## src/rtl/gsld_pkg.sv

```systemverilog
package gsld_pkg;

	// Fixed port widths
	localparam int UNIV_W  = 24;
	localparam int VALUE_W = 25;

	// Divisor rule constants
	localparam int MUL_W = 24;
	localparam logic [MUL_W-1:0] C_MUL = 24'd10557376;   // twice the scale factor
	localparam logic [MUL_W-1:0] C_OFS = 24'd2336849;    // offset added after the divide
	localparam logic [MUL_W-1:0] C_DIV = 24'd15231074;   // divisor above the table range

	localparam int CRIT_W = 28;
	localparam int CRIT_N = 10;
	localparam logic [CRIT_W-1:0] T_LIMIT = 28'd167474174;

	// Upper bound of t for each small divisor, smallest divisor first
	localparam logic [CRIT_W-1:0] CRIT_TAB [CRIT_N] = '{
		28'd29976418,  28'd45406673,  28'd60720539,  28'd75997183,  28'd91257138,
		28'd106508163, 28'd121753849, 28'd136996088, 28'd152235971, 28'd167474174
	};

endpackage

```

## src/rtl/golomb_sorted_list_decoder_core.sv

```systemverilog
// Channel | Signals                                                | Direction
// --------+--------------------------------------------------------+----------
// input   | in_valid, in_ready, data_byte, start_list              | in
// output  | out_valid, out_ready, value, last, empty_list, corrupt | out
// config  | cfg_wr_en, cfg_wr_data (universe size)                 | in
//
// A byte is accepted, then decoded one code bit per cycle while the output register is not
// stalled; outside a list it is dropped. A completed header adds a multiply step, a shared
// restoring divider pass, the offset add and table lookup, a second divider pass when t is
// above the table, and the bit-length search.
// Reset is asynchronous and clears all state at once; no clearing pass.
// The bit engine freezes while a result sits in the output register untaken.
module golomb_sorted_list_decoder_core #(
	parameter int HEADER_BITS   = 16,
	parameter int UNIVERSE_BITS = 24
) (
	input  logic                                 clk,
	input  logic                                 arst_n,
	input  logic                                 cfg_wr_en,
	input  logic [gsld_pkg::UNIV_W-1:0]          cfg_wr_data,
	input  logic                                 in_valid,
	output logic                                 in_ready,
	input  logic [7:0]                           data_byte,
	input  logic                                 start_list,
	output logic                                 out_valid,
	input  logic                                 out_ready,
	output logic [gsld_pkg::VALUE_W-1:0]         value,
	output logic                                 last,
	output logic                                 empty_list,
	output logic                                 corrupt
);

	localparam int HB  = HEADER_BITS;
	localparam int NW  = (UNIVERSE_BITS < gsld_pkg::UNIV_W) ? UNIVERSE_BITS : gsld_pkg::UNIV_W;
	localparam int SW  = ((NW > HB) ? NW : HB) + 1;
	localparam int RW  = SW;
	localparam int MW  = NW;
	localparam int PW  = gsld_pkg::MUL_W + SW;
	localparam int QW  = PW + 1;
	localparam int DVW = (HB > gsld_pkg::MUL_W) ? HB : gsld_pkg::MUL_W;
	localparam int KW  = $clog2(MW + 1);
	localparam int BPW = $clog2(((HB > MW) ? HB : MW) + 1);
	localparam int ITW = $clog2(QW + 1);
	localparam int VW  = gsld_pkg::VALUE_W;

	// List phase
	localparam logic [1:0] PH_IDLE   = 2'd0;
	localparam logic [1:0] PH_HEADER = 2'd1;
	localparam logic [1:0] PH_CODE   = 2'd2;
	localparam logic [1:0] PH_DONE   = 2'd3;

	// Codeword phase
	localparam logic [1:0] CP_UNARY = 2'd0;
	localparam logic [1:0] CP_REM   = 2'd1;
	localparam logic [1:0] CP_EXTRA = 2'd2;

	// Sequencer
	localparam logic [2:0] SQ_WAIT = 3'd0;
	localparam logic [2:0] SQ_BITS = 3'd1;
	localparam logic [2:0] SQ_MUL  = 3'd2;
	localparam logic [2:0] SQ_DIV  = 3'd3;
	localparam logic [2:0] SQ_ADD  = 3'd4;
	localparam logic [2:0] SQ_TAB  = 3'd5;
	localparam logic [2:0] SQ_LEN  = 3'd6;

	logic [2:0]                 sq_q;
	logic [gsld_pkg::UNIV_W-1:0] univ_q;
	logic [7:0]                 byte_q;
	logic [3:0]                 bit_cnt_q;
	logic [1:0]                 phase_q;
	logic [HB-1:0]              hdr_q;
	logic [BPW-1:0]             bp_q;
	logic [HB-1:0]              vr_q;
	logic [RW-1:0]              rv_q;
	logic [SW-1:0]              sum_q;
	logic [MW-1:0]              m_q;
	logic [KW-1:0]              k_q;
	logic [MW-1:0]              trunc_q;
	logic [MW-1:0]              ra_q;
	logic [1:0]                 cp_q;
	logic [MW:0]                p_q;

	// Shared divider
	logic [QW-1:0]              q_q;
	logic [DVW-1:0]             rem_q;
	logic [DVW-1:0]             dvs_q;
	logic [ITW-1:0]             it_q;
	logic                       div2_q;
	logic [QW-1:0]              t_q;

	// Output register
	logic                       out_valid_q;
	logic [VW-1:0]              value_q;
	logic                       last_q;
	logic                       empty_q;
	logic                       corrupt_q;

	// Bit engine next state
	logic                       bit_b;
	logic [1:0]                 ph_n;
	logic [HB-1:0]              hdr_n;
	logic [BPW-1:0]             bp_n;
	logic [HB-1:0]              vr_n;
	logic [RW-1:0]              rv_n;
	logic [SW-1:0]              sum_n;
	logic [MW-1:0]              ra_n;
	logic [1:0]                 cp_n;
	logic                       emit;
	logic [VW-1:0]              e_val;
	logic                       e_last;
	logic                       e_empty;
	logic                       e_bad;
	logic                       hdr_fin;
	logic                       stop;
	logic                       tail;
	logic                       fin;
	logic [MW-1:0]              ra_t;
	logic [MW-1:0]              ra_f;
	logic [RW-1:0]              fin_v;
	logic [HB-1:0]              vr_dec;
	logic [VW+RW-1:0]           v_ext;
	logic                       step_go;
	logic                       emit_fire;

	// Divider and divisor set-up datapath
	logic [DVW:0]               div_sh;
	logic                       div_ge;
	logic [DVW-1:0]             rem_n;
	logic [QW-1:0]              q_n;
	logic [PW-1:0]              prod;
	logic [MW-1:0]              tab_m;

	assign in_ready   = (sq_q == SQ_WAIT);
	assign out_valid  = out_valid_q;
	assign value      = value_q;
	assign last       = last_q;
	assign empty_list = empty_q;
	assign corrupt    = corrupt_q;

	assign step_go   = !out_valid_q || out_ready;
	assign emit_fire = (sq_q == SQ_BITS) && !stop && step_go && emit;

	// Decode one code bit
	always_comb begin
		bit_b   = byte_q[7];
		ph_n    = phase_q;
		hdr_n   = hdr_q;
		bp_n    = bp_q;
		vr_n    = vr_q;
		rv_n    = rv_q;
		sum_n   = sum_q;
		ra_n    = ra_q;
		cp_n    = cp_q;
		emit    = 1'b0;
		e_val   = '0;
		e_last  = 1'b0;
		e_empty = 1'b0;
		e_bad   = 1'b0;
		hdr_fin = 1'b0;
		stop    = 1'b0;
		tail    = 1'b0;
		fin     = 1'b0;
		ra_t    = '0;
		ra_f    = '0;
		fin_v   = '0;
		vr_dec  = '0;
		v_ext   = '0;
		unique case (phase_q)
			PH_HEADER: begin
				hdr_n = HB'({hdr_q, bit_b});
				bp_n  = (bp_q != '0) ? bp_q - BPW'(1) : '0;
				if (bp_n == '0) begin
					if (hdr_n == '0) begin
						emit    = 1'b1;
						e_last  = 1'b1;
						e_empty = 1'b1;
						ph_n    = PH_DONE;
					end else begin
						hdr_fin = 1'b1;
						vr_n    = hdr_n;
						sum_n   = SW'(univ_q[NW-1:0]) + SW'(hdr_n);
						rv_n    = RW'(univ_q[NW-1:0]) + RW'(hdr_n) + RW'(1);
						ra_n    = '0;
						cp_n    = CP_UNARY;
						ph_n    = PH_CODE;
					end
				end
			end
			PH_CODE: begin
				unique case (cp_q)
					CP_UNARY: begin
						if (bit_b) begin
							rv_n = (rv_q >= RW'(m_q)) ? rv_q - RW'(m_q) : '0;
						end else begin
							ra_n = '0;
							bp_n = (k_q != '0) ? BPW'(k_q - KW'(1)) : '0;
							if (bp_n == '0) begin
								tail = 1'b1;
							end else begin
								cp_n = CP_REM;
							end
						end
					end
					CP_REM: begin
						ra_t = MW'({ra_q, bit_b});
						bp_n = (bp_q != '0) ? bp_q - BPW'(1) : '0;
						if (bp_n == '0) begin
							tail = 1'b1;
						end else begin
							ra_n = ra_t;
						end
					end
					CP_EXTRA: begin
						ra_f = MW'({ra_q, bit_b}) - trunc_q;
						fin  = 1'b1;
					end
					default: begin
						cp_n = CP_UNARY;
					end
				endcase
				// Long remainder needs one more bit
				if (tail) begin
					if (ra_t >= trunc_q) begin
						cp_n = CP_EXTRA;
						ra_n = ra_t;
					end else begin
						fin  = 1'b1;
						ra_f = ra_t;
					end
				end
				// Close the codeword and emit the running value
				if (fin) begin
					fin_v  = (rv_q >= RW'(ra_f)) ? rv_q - RW'(ra_f) : '0;
					vr_dec = (vr_q != '0) ? vr_q - HB'(1) : '0;
					rv_n   = fin_v;
					cp_n   = CP_UNARY;
					ra_n   = '0;
					vr_n   = vr_dec;
					emit   = 1'b1;
					if (fin_v == '0) begin
						e_last = 1'b1;
						e_bad  = 1'b1;
						ph_n   = PH_DONE;
					end else begin
						v_ext  = {{VW{1'b0}}, fin_v};
						e_val  = v_ext[VW-1:0];
						e_last = (vr_dec == '0);
						if (vr_dec == '0) begin
							ph_n = PH_DONE;
						end
					end
				end
			end
			default: begin
				stop = 1'b1;
			end
		endcase
	end

	// One restoring divide step
	always_comb begin
		div_sh = {rem_q, q_q[QW-1]};
		div_ge = (div_sh >= {1'b0, dvs_q});
		rem_n  = div_ge ? DVW'(div_sh - {1'b0, dvs_q}) : DVW'(div_sh);
		q_n    = {q_q[QW-2:0], div_ge};
	end

	// Scale the sum ahead of the divide
	assign prod = PW'(gsld_pkg::C_MUL) * PW'(sum_q);

	// Pick the smallest divisor whose bound covers t
	always_comb begin
		tab_m = MW'(gsld_pkg::CRIT_N);
		for (int i = gsld_pkg::CRIT_N - 1; i >= 0; i--) begin
			if (t_q <= QW'(gsld_pkg::CRIT_TAB[i])) begin
				tab_m = MW'(i + 1);
			end
		end
	end

	// Sequencer and state
	always_ff @(posedge clk or negedge arst_n) begin
		if (!arst_n) begin
			sq_q        <= SQ_WAIT;
			univ_q      <= '0;
			byte_q      <= '0;
			bit_cnt_q   <= '0;
			phase_q     <= PH_IDLE;
			hdr_q       <= '0;
			bp_q        <= '0;
			vr_q        <= '0;
			rv_q        <= '0;
			sum_q       <= '0;
			m_q         <= MW'(1);
			k_q         <= '0;
			trunc_q     <= MW'(1);
			ra_q        <= '0;
			cp_q        <= CP_UNARY;
			p_q         <= '0;
			q_q         <= '0;
			rem_q       <= '0;
			dvs_q       <= '0;
			it_q        <= '0;
			div2_q      <= 1'b0;
			t_q         <= '0;
			out_valid_q <= 1'b0;
			value_q     <= '0;
			last_q      <= 1'b0;
			empty_q     <= 1'b0;
			corrupt_q   <= 1'b0;
		end else begin
			if (cfg_wr_en) begin
				univ_q <= cfg_wr_data;
			end

			unique case (sq_q)
				SQ_WAIT: begin
					// Take the next request
					if (in_valid) begin
						byte_q    <= data_byte;
						bit_cnt_q <= 4'd8;
						sq_q      <= SQ_BITS;
						if (start_list) begin
							phase_q <= PH_HEADER;
							hdr_q   <= '0;
							bp_q    <= BPW'(HB);
							vr_q    <= '0;
							ra_q    <= '0;
							cp_q    <= CP_UNARY;
						end
					end
				end
				SQ_BITS: begin
					if (stop) begin
						sq_q <= SQ_WAIT;
					end else if (step_go) begin
						phase_q   <= ph_n;
						hdr_q     <= hdr_n;
						bp_q      <= bp_n;
						vr_q      <= vr_n;
						rv_q      <= rv_n;
						sum_q     <= sum_n;
						ra_q      <= ra_n;
						cp_q      <= cp_n;
						byte_q    <= {byte_q[6:0], 1'b0};
						bit_cnt_q <= bit_cnt_q - 4'd1;
						if (hdr_fin) begin
							sq_q <= SQ_MUL;
						end else if (bit_cnt_q == 4'd1) begin
							sq_q <= SQ_WAIT;
						end
					end
				end
				SQ_MUL: begin
					// Load the divider with the scaled sum over the count
					q_q    <= QW'(prod);
					rem_q  <= '0;
					dvs_q  <= DVW'(vr_q);
					it_q   <= ITW'(QW);
					div2_q <= 1'b0;
					sq_q   <= SQ_DIV;
				end
				SQ_DIV: begin
					q_q   <= q_n;
					rem_q <= rem_n;
					it_q  <= it_q - ITW'(1);
					if (it_q == ITW'(1)) begin
						if (div2_q) begin
							m_q  <= MW'(q_n);
							p_q  <= (MW+1)'(1);
							k_q  <= '0;
							sq_q <= SQ_LEN;
						end else begin
							sq_q <= SQ_ADD;
						end
					end
				end
				SQ_ADD: begin
					t_q  <= q_q + QW'(gsld_pkg::C_OFS);
					sq_q <= SQ_TAB;
				end
				SQ_TAB: begin
					if (t_q <= QW'(gsld_pkg::T_LIMIT)) begin
						m_q  <= tab_m;
						p_q  <= (MW+1)'(1);
						k_q  <= '0;
						sq_q <= SQ_LEN;
					end else begin
						// Reuse the divider for t over the large-divisor constant
						q_q    <= t_q;
						rem_q  <= '0;
						dvs_q  <= DVW'(gsld_pkg::C_DIV);
						it_q   <= ITW'(QW);
						div2_q <= 1'b1;
						sq_q   <= SQ_DIV;
					end
				end
				SQ_LEN: begin
					// Advance the power of two past the divisor
					if ({1'b0, m_q} >= p_q) begin
						p_q <= {p_q[MW-1:0], 1'b0};
						k_q <= k_q + KW'(1);
					end else begin
						trunc_q <= MW'(p_q - {1'b0, m_q});
						sq_q    <= (bit_cnt_q != 4'd0) ? SQ_BITS : SQ_WAIT;
					end
				end
				default: begin
					sq_q <= SQ_WAIT;
				end
			endcase

			// Hold a result until it is taken
			if (emit_fire) begin
				out_valid_q <= 1'b1;
				value_q     <= e_val;
				last_q      <= e_last;
				empty_q     <= e_empty;
				corrupt_q   <= e_bad;
			end else if (out_ready) begin
				out_valid_q <= 1'b0;
			end
		end
	end

	// Empty marker always closes the list with a zero value
	a_empty_marker: assert property (@(posedge clk) disable iff (!arst_n)
		out_valid && empty_list |-> last && !corrupt && value == '0)
		else $error("empty marker malformed");

	// Corrupt result always closes the list with a zero value
	a_corrupt_marker: assert property (@(posedge clk) disable iff (!arst_n)
		out_valid && corrupt |-> last && !empty_list && value == '0)
		else $error("corrupt result malformed");

	// Truncation point and divisor never reach zero
	a_trunc_nonzero: assert property (@(posedge clk) disable iff (!arst_n)
		sq_q == SQ_BITS |-> trunc_q != '0 && m_q != '0)
		else $error("zero divisor or truncation point");

	// Divider always has steps left while running
	a_div_count: assert property (@(posedge clk) disable iff (!arst_n)
		sq_q == SQ_DIV |-> it_q != '0)
		else $error("divider step count exhausted");

	// No new result while the held one is refused
	a_no_overwrite: assert property (@(posedge clk) disable iff (!arst_n)
		out_valid_q && !out_ready |-> !emit_fire)
		else $error("result overwritten");

endmodule

```

## config.mk

```make
export PLATFORM = sky130hd
export DESIGN_NAME = golomb_sorted_list_decoder_core
export DESIGN_NICKNAME = d
export VERILOG_FILES = /design/src/rtl/gsld_pkg.sv /design/src/rtl/golomb_sorted_list_decoder_core.sv
export SDC_FILE = /design/constraint.sdc
export NUM_CORES = 2
export LEC_CHECK = 0
export BUFFER_PORTS_ARGS = -buffer_cell sky130_fd_sc_hd__buf_2
export CAP_MARGIN = 15
export CORE_MARGIN = 2
export CORE_UTILIZATION = 50
export CTS_CLUSTER_DIAMETER = 120
export CTS_CLUSTER_SIZE = 14
export DETAILED_ROUTE_END_ITERATION = 10
export PLACE_DENSITY_LB_ADDON = 0.1
export SYNTH_ARGS = -nofsm -noshare
export SYNTH_HDL_FRONTEND = slang
export SYNTH_SLANG_ARGS = --single-unit
```

## constraint.sdc

```tcl
create_clock -name clk -period 6.3 [get_ports clk]
set_clock_uncertainty 0.05 [all_clocks]
set_input_delay 0.315 -clock clk [delete_from_list [all_inputs] [get_ports clk]]
set_output_delay 0.315 -clock clk [all_outputs]
set_load 0.05 [all_outputs]
```

==> results.md <==
* Largest area contributor in the netlist: dfrtp_1
* CTS Root Cell: clkbuf_16
* Initial antenna violation count at 2
* Die W at 274 µm
* Hold Violations, Final at 0
* Final period utilization at 96.5%
* Core area at 0.0727 mm²
* RR Endpoint: value[20]$_DFFE_PN0P_
* First-pass GRT wire length at 175 mm
* H-tree Lvls at 2
* Largest buffer count on any clock path at 3
* Hold crit path type: input port to flop
* Seq/Total Area, Yosys at 27.8%
* Syn_nets at 4773
* Final Wtd Congestion at 0.954
* Hold Path Stages at 3
* CP Max Fanout at 18
* Headroom to the max-slew limit at 28.1%
* CTS tree: done
* Worst slew pin tran at 1080 ps
* Post-route ant nets at 0
* Final global-route overflow total at 0
* WL final at 112 mm
* Largest net degree at the start of global routing at 149
* Max stage delay on crit path at 500 ps
* Fmax at 165 MHz
* Outcome: finished, final reports clean
* Count leader, synth: ha_1
* Maxcap violations at 0
* Ys Warns at 0
* Synth Instances at 4176
* Die Footprint at 0.0753 mm²
* Post-synthesis cell type count at 108
* Setup TNS at 0 ps
* WL/cell at 21.5 µm
* 1st-iter DRT viols at 2565
* CP dominant cell by count: buf_4
* Synth cell count leaders: ha_1 (409), dfrtp_1 (404), inv_1 (397), nand2_1 (379), nor2_1 (302)
* R2r startpoint: cp_q[0]$_DFFE_PN0P_
* Clk Latency, worst-skew pair at 600 ps
* Dpl ws at -14.4 ps
* Via-to-Cell Ratio at 5.98
* Min-delay src: data_byte[1]
* Reg clk slew, reported paths at 80 ps
* Worst Hold Slack at 38.1 ps
* WP data required at 6720 ps
* Final worst slack at 223 ps
* Final Setup Violations at 0
* TritonCTS Buffers at 35
* Final max-slew violation count at 0
* Initial Util at 50.3%
* Vias in the first global route at 29642
* Critical path's slowest cell: a22oi_1
* Nets@finish at 4832
* DRC at 0
* Critical path class: flop to flop
* Data arrival, critical path at 6500 ps
* Cell Area, Synth at 0.0365 mm²
* Ratio of cells with drive above 1 in the final layout at 8.76%
* Asr flop ratio synth at 100%
* I/O pins at 68
* Tmin final at 6080 ps
* R2r worst-path depth at 28
* Port buffer count at 67
* Cell Rows at 99
* GRT Total Usage at 29.9%
* Chip Height at 274 µm
* Synth Flop Type: dfrtp_1
* R2R setup slack at 220 ps
* Synthesis-stage register bit count at 406
* Startpoint types: flop
* # fillers at 6817
* Post-synth EDFFs at 0
* Worst hold endpoint: byte_q[1]$_DFFE_PN0P_
* Critical Path End Type: flop
* Initial DRT Pass Iterations at 6
* HPWL after detailed placement at 86.6 mm
* Synth area leaders: dfrtp_1 (28%), ha_1 (14%), fa_1 (8.2%)
* Area Growth Syn to Fin at 8.79%
* DR vias at 31138
* Avg Inst Size Synth at 8.75 µm²
* Num Clock Sinks at 406
* Synth top area share at 27.7%
kinds of logic (layout without fill, tap and decap cells):
kind of cell / after synthesis / in the layout / synth area share, %
AOI/OAI and AO/OA: 1161 / 1161 / 21.0
xor gates and xnor gates: 220 / 220 / 5.29
adders and majority gates: 559 / 559 / 22.2
buffers and inverters: 585 / 655 / 6.15
DFF: 406 / 406 / 27.8
muxes: 58 / 58 / 1.72
other: 0 / 1 / 0
and+or+nand+nor: 1187 / 1187 / 15.8
metal layers:
metal / vias to the layer above / wire [µm] / track usage (%)
li1: 14913 / - / -
met1: 15160 / 53100 / 45.1
met2: 939 / 48900 / 45.4
met3: 126 / 7330 / 3.69
met4: 0 / 2620 / 7.19
met5: - / 0 / 0
sequential cells by signal, summed over array words and instances (netlist names), 25 cells and up:
name / count
p_q: 25
q_q: 50
rv_q: 25
sum_q: 25
t_q: 50
value: 25
stage by stage:
stage / instances / area [µm²] / util [%]
after detailed placement: 5113 / 38200 / 52.5
after floorplan: 4176 / 36500 / -
final: 5206 / 39800 / 54.7
after global placement: 5113 / 38200 / 52.5
after global routing: 5205 / 39800 / 54.7
after CTS: 5191 / 39400 / 54.2
cells in the final DEF, fill, tap and decap left out, drive strengths merged, types with 37 or more instances in the layout:
cell type and count:
nor2 302, and3 42, o21ai 315, fa 150, buf 180, nand3 82, nor3 78, and2 47
ha 409, nand2 379, a22oi 41, a21oi 267, clkbuf 44, a21o 98, a22o 89, mux2 37
xnor2 133, xor2 87, a31oi 41, nand4 56, inv 398, nor4 43, a221oi 51, dfrtp 404
critical path: cells and delay by family, from the launching register on:
family / cells / cell delay (ps)
buffers and inverters: 7 / 1080
flip-flops: 1 / 380
AND/OR/NAND/NOR: 9 / 1510
AO/OA/AOI/OAI: 10 / 2170
adder cells (fa/ha/maj): 2 / 730
final cells by class:
type / count / area, µm² / area share [%]
antenna: 1 / 2.50 / 0.00629
clock buffer: 44 / 931 / 2.34
clock inverter: 4 / 41.3 / 0.104
inverter: 397 / 1490 / 3.76
multi-input combinational: 3185 / 24400 / 61.3
sequential: 406 / 10200 / 25.6
tap: 959 / 1200 / 3.02
timing repair buffer: 210 / 1540 / 3.87
worst max path at each step:
stage / endpoint / cells past startpoint / from
finish: value[20]$_DFFE_PN0P_ / 28 / cp_q[0]$_DFFE_PN0P_
global route: value[20]$_DFFE_PN0P_ / 28 / cp_q[0]$_DFFE_PN0P_
CTS: value[20]$_DFFE_PN0P_ / 25 / cp_q[1]$_DFFE_PN0P_
detailed placement: q_q[46]$_DFFE_PN0P_ / 21 / sum_q[15]$_DFFE_PN0P_
global placement: q_q[46]$_DFFE_PN0P_ / 19 / sum_q[14]$_DFFE_PN0P_
floorplan: value[11]$_DFFE_PN0P_ / 27 / cp_q[1]$_DFFE_PN0P_
timing repair:
item / 4_1_cts / 5_1_grt
cloned: 0 / 0
hold buffers: 30 / 0
setup endpoints to repair: 1 / 58
buffers inserted: 0 / 14
hold endpoints to repair: 106 / 0
gates resized for setup: 1 / 54
pin swaps: 0 / 14
Power is not shown: default switching activity piles up to over one toggle a cycle in this logic, so the estimate is an artifact.
